**config.mk**
```make
export PLATFORM = sky130hd
export DESIGN_NAME = md5_message_digest_top_flat
export DESIGN_NICKNAME = d
export VERILOG_FILES = /design/src/rtl/md5_pkg.sv /design/src/rtl/md5_byte_if.sv /design/src/rtl/md5_digest_if.sv /design/src/rtl/md5_round.sv /design/src/rtl/md5_compress.sv /design/src/rtl/md5_message_digest_top.sv /design/src/flat_wrapper.sv
export SDC_FILE = /design/constraint.sdc
export NUM_CORES = 2
export LEC_CHECK = 0
export BUFFER_PORTS_ARGS = -buffer_cell sky130_fd_sc_hd__buf_4
export CAP_MARGIN = 15
export CORE_AREA = 4 4 366 368
export DETAILED_ROUTE_END_ITERATION = 16
export DIE_AREA = 0 0 370 372
export MAX_ROUTING_LAYER = met4
export SKIP_CTS_REPAIR_TIMING = 1
export SYNTH_ARGS = -nofsm -noshare
export SYNTH_HDL_FRONTEND = slang
export SYNTH_HIERARCHICAL = 1
export SYNTH_SLANG_ARGS = --single-unit
export TNS_END_PERCENT = 20
```
**constraint.sdc**
```tcl
create_clock -name clk -period 10.9 [get_ports clk]
set_clock_uncertainty 0.2 [all_clocks]
set_input_delay 0.545 -clock clk [delete_from_list [all_inputs] [get_ports clk]]
set_output_delay 0.545 -clock clk [all_outputs]
set_load 0.02 [all_outputs]
```
**src/rtl/md5_pkg.sv**
```systemverilog
// Shared types and constants of the MD5 digest block.
`timescale 1ns / 1ps
`default_nettype none
package md5_pkg;

    localparam logic [31:0] IV_A = 32'h67452301;
    localparam logic [31:0] IV_B = 32'hefcdab89;
    localparam logic [31:0] IV_C = 32'h98badcfe;
    localparam logic [31:0] IV_D = 32'h10325476;

    // Per-round additive constants
    localparam logic [31:0] K_TABLE [64] = '{
        32'hd76aa478, 32'he8c7b756, 32'h242070db, 32'hc1bdceee,
        32'hf57c0faf, 32'h4787c62a, 32'ha8304613, 32'hfd469501,
        32'h698098d8, 32'h8b44f7af, 32'hffff5bb1, 32'h895cd7be,
        32'h6b901122, 32'hfd987193, 32'ha679438e, 32'h49b40821,
        32'hf61e2562, 32'hc040b340, 32'h265e5a51, 32'he9b6c7aa,
        32'hd62f105d, 32'h02441453, 32'hd8a1e681, 32'he7d3fbc8,
        32'h21e1cde6, 32'hc33707d6, 32'hf4d50d87, 32'h455a14ed,
        32'ha9e3e905, 32'hfcefa3f8, 32'h676f02d9, 32'h8d2a4c8a,
        32'hfffa3942, 32'h8771f681, 32'h6d9d6122, 32'hfde5380c,
        32'ha4beea44, 32'h4bdecfa9, 32'hf6bb4b60, 32'hbebfbc70,
        32'h289b7ec6, 32'heaa127fa, 32'hd4ef3085, 32'h04881d05,
        32'hd9d4d039, 32'he6db99e5, 32'h1fa27cf8, 32'hc4ac5665,
        32'hf4292244, 32'h432aff97, 32'hab9423a7, 32'hfc93a039,
        32'h655b59c3, 32'h8f0ccc92, 32'hffeff47d, 32'h85845dd1,
        32'h6fa87e4f, 32'hfe2ce6e0, 32'ha3014314, 32'h4e0811a1,
        32'hf7537e82, 32'hbd3af235, 32'h2ad7d2bb, 32'heb86d391
    };

    // Rotate amounts, indexed by {round group, round[1:0]}
    localparam logic [4:0] ROT_TABLE [16] = '{
        5'd7, 5'd12, 5'd17, 5'd22, 5'd5, 5'd9, 5'd14, 5'd20,
        5'd4, 5'd11, 5'd16, 5'd23, 5'd6, 5'd10, 5'd15, 5'd21
    };

    // Index 0 = A ... 3 = D
    typedef logic [3:0][31:0] md5_words_t;

    typedef struct packed {
        logic start;    // load work from chain and run 64 rounds
        logic init;     // reload the chain with the initial value
    } md5_ctl_t;

endpackage
`default_nettype wire

```
**src/rtl/md5_byte_if.sv**
```systemverilog
// Message byte channel.
`timescale 1ns / 1ps
`default_nettype none
interface md5_byte_if;
    logic       valid;
    logic       ready;
    logic [7:0] data_byte;
    logic       last_byte;

    modport source (output valid, output data_byte, output last_byte, input ready);
    modport sink (input valid, input data_byte, input last_byte, output ready);
endinterface
`default_nettype wire

```
**src/rtl/md5_digest_if.sv**
```systemverilog
// Digest byte channel.
`timescale 1ns / 1ps
`default_nettype none
interface md5_digest_if;
    logic       valid;
    logic       ready;
    logic [7:0] digest_byte;
    logic       digest_end;

    modport source (output valid, output digest_byte, output digest_end, input ready);
    modport sink (input valid, input digest_byte, input digest_end, output ready);
endinterface
`default_nettype wire

```
**src/rtl/md5_round.sv**
```systemverilog
// One MD5 round: boolean function, four-operand add, rotate and final add.
`timescale 1ns / 1ps
`default_nettype none
module md5_round
    import md5_pkg::*;
(
    input  wire logic [5:0]  round,
    input  wire md5_words_t  work,
    input  wire logic [31:0] m_word,
    output logic [3:0]       m_index,
    output md5_words_t       work_next
);

    logic [31:0] a, b, c, d;
    logic [31:0] f;
    logic [31:0] sum;
    logic [4:0]  rot;
    logic [63:0] rot_wide;
    logic [3:0]  r4;

    assign a  = work[0];
    assign b  = work[1];
    assign c  = work[2];
    assign d  = work[3];
    assign r4 = round[3:0];

    always_comb
    begin
        unique case (round[5:4])
            2'd0:
            begin
                f       = (b & c) | (~b & d);
                m_index = r4;
            end
            2'd1:
            begin
                f       = (b & d) | (c & ~d);
                m_index = {r4[1:0], 2'b00} + r4 + 4'd1;
            end
            2'd2:
            begin
                f       = b ^ c ^ d;
                m_index = {r4[2:0], 1'b0} + r4 + 4'd5;
            end
            default:
            begin
                f       = c ^ (b | ~d);
                m_index = {r4[0], 3'b000} - r4;
            end
        endcase
    end

    assign sum      = a + f + K_TABLE[round] + m_word;
    assign rot      = ROT_TABLE[{round[5:4], round[1:0]}];
    assign rot_wide = {sum, sum} << rot;

    assign work_next[0] = d;
    assign work_next[1] = b + rot_wide[63:32];
    assign work_next[2] = b;
    assign work_next[3] = c;

endmodule
`default_nettype wire

```
**src/rtl/md5_compress.sv**
```systemverilog
// Block compression: round counter, working registers and chaining value.
`timescale 1ns / 1ps
`default_nettype none
module md5_compress
    import md5_pkg::*;
(
    input  wire logic        clk,
    input  wire logic        rst_n,
    input  wire md5_ctl_t    ctl,
    input  wire logic [31:0] m_word,
    output logic [3:0]       m_index,
    output logic             done,
    output md5_words_t       chain
);

    md5_words_t chain_reg;
    md5_words_t work_reg;
    md5_words_t work_next;
    logic [5:0] round_reg;
    logic       busy_reg;
    logic       fold_reg;

    md5_round u_round (
        .round     (round_reg),
        .work      (work_reg),
        .m_word    (m_word),
        .m_index   (m_index),
        .work_next (work_next)
    );

    always_ff @(posedge clk or negedge rst_n)
    begin
        if (!rst_n)
        begin
            chain_reg <= {IV_D, IV_C, IV_B, IV_A};
            busy_reg  <= 1'b0;
            fold_reg  <= 1'b0;
            round_reg <= '0;
        end
        else
        begin
            fold_reg <= 1'b0;
            if (ctl.init)
            begin
                chain_reg <= {IV_D, IV_C, IV_B, IV_A};
            end
            else if (fold_reg)
            begin
                for (int i = 0; i < 4; i++)
                begin
                    chain_reg[i] <= chain_reg[i] + work_reg[i];
                end
            end
            if (ctl.start)
            begin
                busy_reg  <= 1'b1;
                round_reg <= '0;
            end
            else if (busy_reg)
            begin
                round_reg <= round_reg + 6'd1;
                if (round_reg == 6'd63)
                begin
                    busy_reg <= 1'b0;
                    fold_reg <= 1'b1;
                end
            end
        end
    end

    always_ff @(posedge clk)
    begin
        if (ctl.start)
        begin
            work_reg <= chain_reg;
        end
        else if (busy_reg)
        begin
            work_reg <= work_next;
        end
    end

    // done is high in the cycle the chain takes the sum
    assign done  = fold_reg;
    assign chain = chain_reg;

endmodule
`default_nettype wire

```
**src/rtl/md5_message_digest_top.sv**
```systemverilog
// MD5 digest block: byte packing, padding sequencer and digest output.
//
// Usage: message bytes arrive on msg (data_byte, last_byte) with valid/ready;
// the digest leaves on digest as 16 bytes, A..D, each word low byte first,
// with digest_end on the sixteenth. A request is taken when valid and ready
// are both high.
// Flow: a byte that does not complete a 64-byte block is taken while ready
// stays high. A byte that completes a block holds ready low for 64 rounds
// through the single round unit, one round per cycle, and the chain add.
// After the last byte, the padding state lays out the 0x80 byte and zeros;
// each padded block then runs the rounds (one block, or two when fewer than
// 9 bytes of room remain, the length state laying out the second), then 16
// digest bytes leave at one per cycle while the receiver is ready.
// Reset: chain value to the MD5 initial words, bit count to zero; the word
// buffer holds no defined contents until bytes are written.
// A stalled receiver holds the current digest byte; msg stays not ready until
// all 16 bytes are taken, then the next message starts from the initial value.
`timescale 1ns / 1ps
`default_nettype none
module md5_message_digest_top
    import md5_pkg::*;
(
    input  wire logic     clk,
    input  wire logic     rst_n,
    md5_byte_if.sink      msg,
    md5_digest_if.source  digest
);

    localparam logic [3:0] ST_FILL      = 4'd0;
    localparam logic [3:0] ST_WAIT_FILL = 4'd1;
    localparam logic [3:0] ST_WAIT_PAD  = 4'd2;
    localparam logic [3:0] ST_PAD       = 4'd3;
    localparam logic [3:0] ST_WAIT_LEN  = 4'd4;
    localparam logic [3:0] ST_LEN       = 4'd5;
    localparam logic [3:0] ST_WAIT_OUT  = 4'd6;
    localparam logic [3:0] ST_OUT       = 4'd7;

    logic [3:0]  state_reg, state_next;
    logic [63:0] bit_count_reg;
    logic [3:0]  out_idx_reg;
    logic [31:0] words_reg [16];
    logic [31:0] pad_word [16];

    logic [5:0]  pos;
    logic        in_accept;
    logic        out_accept;
    logic        out_last;
    logic        room_for_len;
    md5_ctl_t    ctl;
    logic [3:0]  m_index;
    logic        done;
    md5_words_t  chain;

    md5_compress u_compress (
        .clk     (clk),
        .rst_n   (rst_n),
        .ctl     (ctl),
        .m_word  (words_reg[m_index]),
        .m_index (m_index),
        .done    (done),
        .chain   (chain)
    );

    assign pos          = bit_count_reg[8:3];
    assign room_for_len = (pos < 6'd56);
    assign msg.ready    = (state_reg == ST_FILL);
    assign in_accept    = msg.valid && msg.ready;

    assign digest.valid       = (state_reg == ST_OUT);
    assign digest.digest_byte = chain[out_idx_reg[3:2]][{out_idx_reg[1:0], 3'b000} +: 8];
    assign digest.digest_end  = out_last;
    assign out_last           = (out_idx_reg == 4'd15);
    assign out_accept         = digest.valid && digest.ready;

    assign ctl.start = (in_accept && (pos == 6'd63)) || (state_reg == ST_PAD)
                       || (state_reg == ST_LEN);
    assign ctl.init  = out_accept && out_last;

    always_comb
    begin
        state_next = state_reg;
        unique case (state_reg)
            ST_FILL:
            begin
                if (in_accept)
                begin
                    if (pos == 6'd63)
                    begin
                        state_next = msg.last_byte ? ST_WAIT_PAD : ST_WAIT_FILL;
                    end
                    else if (msg.last_byte)
                    begin
                        state_next = ST_PAD;
                    end
                end
            end
            ST_WAIT_FILL:
            begin
                if (done)
                begin
                    state_next = ST_FILL;
                end
            end
            ST_WAIT_PAD:
            begin
                if (done)
                begin
                    state_next = ST_PAD;
                end
            end
            ST_PAD:
            begin
                state_next = room_for_len ? ST_WAIT_OUT : ST_WAIT_LEN;
            end
            ST_WAIT_LEN:
            begin
                if (done)
                begin
                    state_next = ST_LEN;
                end
            end
            ST_LEN:
            begin
                state_next = ST_WAIT_OUT;
            end
            ST_WAIT_OUT:
            begin
                if (done)
                begin
                    state_next = ST_OUT;
                end
            end
            ST_OUT:
            begin
                if (out_accept && out_last)
                begin
                    state_next = ST_FILL;
                end
            end
            default:
            begin
                state_next = ST_FILL;
            end
        endcase
    end

    always_ff @(posedge clk or negedge rst_n)
    begin
        if (!rst_n)
        begin
            state_reg     <= ST_FILL;
            bit_count_reg <= '0;
            out_idx_reg   <= '0;
        end
        else
        begin
            state_reg <= state_next;
            if (in_accept)
            begin
                bit_count_reg <= bit_count_reg + 64'd8;
            end
            else if (out_accept && out_last)
            begin
                bit_count_reg <= '0;
            end
            if (out_accept)
            begin
                out_idx_reg <= out_idx_reg + 4'd1;
            end
        end
    end

    // 0x80 at the next free byte, zeros above it; length words when they fit
    always_comb
    begin
        for (int w = 0; w < 16; w++)
        begin
            pad_word[w] = words_reg[w];
            for (int j = 0; j < 4; j++)
            begin
                if ((4'(w) > pos[5:2]) || ((4'(w) == pos[5:2]) && (2'(j) > pos[1:0])))
                begin
                    pad_word[w][8*j +: 8] = 8'h00;
                end
                else if ((4'(w) == pos[5:2]) && (2'(j) == pos[1:0]))
                begin
                    pad_word[w][8*j +: 8] = 8'h80;
                end
            end
        end
        if (room_for_len)
        begin
            pad_word[14] = bit_count_reg[31:0];
            pad_word[15] = bit_count_reg[63:32];
        end
    end

    always_ff @(posedge clk)
    begin
        unique case (state_reg)
            ST_FILL:
            begin
                if (in_accept)
                begin
                    if (pos[1:0] == 2'd0)
                    begin
                        words_reg[pos[5:2]] <= {24'd0, msg.data_byte};
                    end
                    else
                    begin
                        words_reg[pos[5:2]][{pos[1:0], 3'b000} +: 8] <= msg.data_byte;
                    end
                end
            end
            ST_PAD:
            begin
                for (int w = 0; w < 16; w++)
                begin
                    words_reg[w] <= pad_word[w];
                end
            end
            ST_LEN:
            begin
                for (int w = 0; w < 14; w++)
                begin
                    words_reg[w] <= '0;
                end
                words_reg[14] <= bit_count_reg[31:0];
                words_reg[15] <= bit_count_reg[63:32];
            end
            default:
            begin
            end
        endcase
    end

endmodule
`default_nettype wire
```
**src/flat_wrapper.sv**
```systemverilog
// flat-port wrapper written by rule: the top's interface ports become plain ports
module md5_message_digest_top_flat import md5_pkg::*;
  (clk, rst_n, msg_valid, msg_data_byte, msg_last_byte, msg_ready, digest_valid, digest_digest_byte, digest_digest_end, digest_ready);
  md5_byte_if msg_i ();
  md5_digest_if digest_i ();
  input  wire logic clk;
  input  wire logic rst_n;
  input wire logic [$bits(msg_i.valid)-1:0] msg_valid;
  input wire logic [$bits(msg_i.data_byte)-1:0] msg_data_byte;
  input wire logic [$bits(msg_i.last_byte)-1:0] msg_last_byte;
  output wire logic [$bits(msg_i.ready)-1:0] msg_ready;
  output wire logic [$bits(digest_i.valid)-1:0] digest_valid;
  output wire logic [$bits(digest_i.digest_byte)-1:0] digest_digest_byte;
  output wire logic [$bits(digest_i.digest_end)-1:0] digest_digest_end;
  input wire logic [$bits(digest_i.ready)-1:0] digest_ready;
  assign msg_i.valid = msg_valid;
  assign msg_i.data_byte = msg_data_byte;
  assign msg_i.last_byte = msg_last_byte;
  assign msg_ready = msg_i.ready;
  assign digest_valid = digest_i.valid;
  assign digest_digest_byte = digest_i.digest_byte;
  assign digest_digest_end = digest_i.digest_end;
  assign digest_i.ready = digest_ready;
  md5_message_digest_top u_core (.clk(clk), .rst_n(rst_n), .msg(msg_i), .digest(digest_i));
endmodule
```
==> summary.md <==
| Metric | Value |
|---|---|
| Placer Congestion | `0.992` |
| Finished layout cell area | `~0.064 mm2` |
| Area leader, netlist | `dfxtp_1` |
| HP Class | `input pin to flop` |
| R2r setup slk | `0.45 ns` |
| Synthesized area | `slightly below 0.06 mm2` |
| Synth Warn # | `6` |
| Reg-to-reg endpoint | `u_core/u_compress/work_reg[63]$_DFFE_PP_` |
| Placed wire-length estimate | `159 mm` |
| Count leader, synth | `nor2_1` |
| Worst Tran Pin Value | `about 1.2 ns` |
| First-pass GRT wire length | `321 mm` |
| I/O pin total | `24` |
| CP bufs+invs | `5` |
| Share of cells above drive strength 1 | `14.8%` |
| Post-synth top area share | `14.6%` |
| Number of global-route vias before repair | `47600` |
| Worst-skew pair later-pin latency | `between 0.7 and 0.8 ns` |
| Final-report setup violation count | `0` |
| DRT Wirelength | `216 mm` |
| Area delta synth->final | `8.74%` |
| Critical path's top delay family | `compound AO/OA/AOI/OAI gates` |
| Drt drc | `0` |
| Fin nets | `6552` |
| DIE AREA | `0.138 mm2` |
| Worst path max stage delay | `0.58 ns` |
| Hold path endpoint | `u_core/state_reg[1]$_DFFE_PN0P_` |
| Placed cell area | `0.0603 mm2` |
| Synth cell count leaders | `742 x nor2_1, 649 x nand2_1, 602 x a21oi_1` |
| # rows | `133` |
| DR iter-0 viols | `6303` |
| Hold Violations, Final | `0` |
| Part of the Yosys area used for sequential elements | `between 30% and 40%` |
| FMAX | `95.7 MHz` |
| Core area | `0.131 mm2` |
| Synthesized net count | `6741` |
| Nature of the critical path startpoint | `flop` |
| Fill cell count | `12400` |
| Hold Crit Start | `msg_last_byte` |
| FF/Latch Area | `0.0201 mm2` |
| Final period utilization | `95.9%` |
| CP endpoint kind | `flop` |
| CTS tree | `built` |
| Unique masters post-synth | `118` |
| Synth Area per Inst | `about 9.1 um2` |
| Reg2Reg Launch Point | `u_core/u_compress/round_reg[0]$_DFFE_PN0P_` |
| H-tree depth | `3` |
| Highest-delay cell along the critical path | `mux4_2` |
| Prevailing post-synth register cell | `dfxtp_1` |
| Max Slew Vio Count | `0` |
| Cells on worst reg2reg path | `38` |
| CTS Buf Count | `96` |
| Status | `finished clean` |
| Post-synth ARST share | `24.2%` |
| Initial Util | `44.8%` |
| Final min period | `10.45 ns` |
| CP Data Arrival Time | `10.70 ns` |
| Initial antenna violation count | `8` |
| Critical Path Fanout Max | `43` |
| Post-synth EDFFs | `~210` |
| Sink Count | `844` |
| Vias/cell | `6.32` |
| Port Buf Inserts | `23` |
| WP data required | `11.14 ns` |
| Post-synthesis register bit count | `844` |
| Synth area leaders | `dfxtp_1 15%, edfxtp_1 11%, mux4_2 8.1%` |
| RSZ-0062 raised after global routing | `no` |
| GRT Total Usage | `31.6%` |
| Pre-Repair DR Iteration Count | `6` |
| Longest Clk Path Bufs | `3` |
| Chip width | `370 um` |
| Sum of negative setup slack | `0 ns` |
| Total global routing overflow | `0` |
| Multi-input gate area | `0.0353 mm2` |
| Hold depth | `4` |
| Pin count of the biggest net entering global routing | `136` |
| Max FFs per register | `512` |
| CP Class | `flop to flop` |
| Cells after Synth | `~6400` |
| CTS clk-pin slew, worst paths | `0.06 ns` |
| CTS Root Cell | `clkbuf_16` |
| Vias | `a little over 50000` |
| Max_slew headroom | `19.6%` |
| Routed Antenna Nets | `0` |
| Avg WL per Cell | `26.7 um` |
| Die H | `372 um` |
| Max_cap viols | `0` |
worst reg2reg max path: cells and delay by family (launching register included):
family,cells,cell delay (ns)
compound gates,15,3.45
xor+xnor,2,0.52
fa+ha+maj,5,2.01
buf+inv,5,0.89
flops,1,0.43
mux,6,1.98
simple gates,5,0.67
kinds of logic after synthesis:
group	synth area share, %
compound gates	17.3
xor+xnor	2.98
fa+ha+maj	7.62
buf+inv	5.69
flops	34.3
mux	16.1
simple gates	15.9
through the flow:
step | setup slack, ns | util (%) | std cells | hold slack [ns]
final | 0.446 | 48.7 | 8090 | 0.0339
after global routing | 0.0266 | 48.7 | 8089 | 0.0526
after CTS | 0.303 | 48.6 | 8072 | -0.421
after detailed placement | 0.417 | 46.1 | 7892 | 0.242
after global placement | 0.503 | 46.1 | 7891 | 0.235
after floorplan | 0.00564 | - | 6437 | 0.0494
layout make-up:
type | instances | share of cell area, %
multi-input combinational | 4856 | 55.4
sequential | 844 | 31.6
clock buffer | 130 | 4.24
tap | 1755 | 3.45
timing repair buffer | 230 | 3.03
inverter | 220 | 1.32
clock inverter | 50 | 0.913
antenna | 5 | 0.0196
how the worst max path moves through the flow:
| stage | startpoint | endpoint | slack (ns) | cells after the start |
|---|---|---|---|---|
| finish | u_core/u_compress/round_reg[0]$_DFFE_PN0P_ | u_core/u_compress/work_reg[63]$_DFFE_PP_ | 0.45 | 38 |
| global placement | u_core/u_compress/round_reg[1]$_DFFE_PN0P_ | u_core/u_compress/work_reg[63]$_DFFE_PP_ | 0.50 | 38 |
| CTS | u_core/u_compress/round_reg[1]$_DFFE_PN0P_ | u_core/u_compress/work_reg[63]$_DFFE_PP_ | 0.30 | 38 |
| global route | u_core/u_compress/round_reg[0]$_DFFE_PN0P_ | u_core/u_compress/work_reg[63]$_DFFE_PP_ | 0.03 | 38 |
| floorplan | u_core/u_compress/round_reg[4]$_DFFE_PN0P_ | u_core/u_compress/work_reg[63]$_DFFE_PP_ | 0.006 | 43 |
| detailed placement | u_core/u_compress/round_reg[1]$_DFFE_PN0P_ | u_core/u_compress/work_reg[63]$_DFFE_PP_ | 0.42 | 38 |
layer usage:
metal / wire length [um] / track usage, % / share of wire, %
met5: 0 / - / 0
met4: 8290 / 11.1 / 3.8
met3: 18900 / 5.14 / 8.8
met2: 95100 / 47.0 / 44
met1: 93900 / 43.9 / 43
placed cells by master, fill, tap and decap left out, drive strengths merged, types with 70 or more instances in the layout:
cell	instances
fa	70
nand2	652
clkbuf	132
nand3	181
buf	227
a31oi	104
nor2	748
nor3	104
dfrtp	140
o21ai	335
inv	220
edfxtp	212
dfxtp	428
a21o	120
mux4	212
mux2	155
ha	221
a21oi	605
mux2i	291
xor2	87
xnor2	110
Power is left out: the tool's default activity adds up to more than one toggle a clock period on the data nets, which glitch-free logic cannot reach.
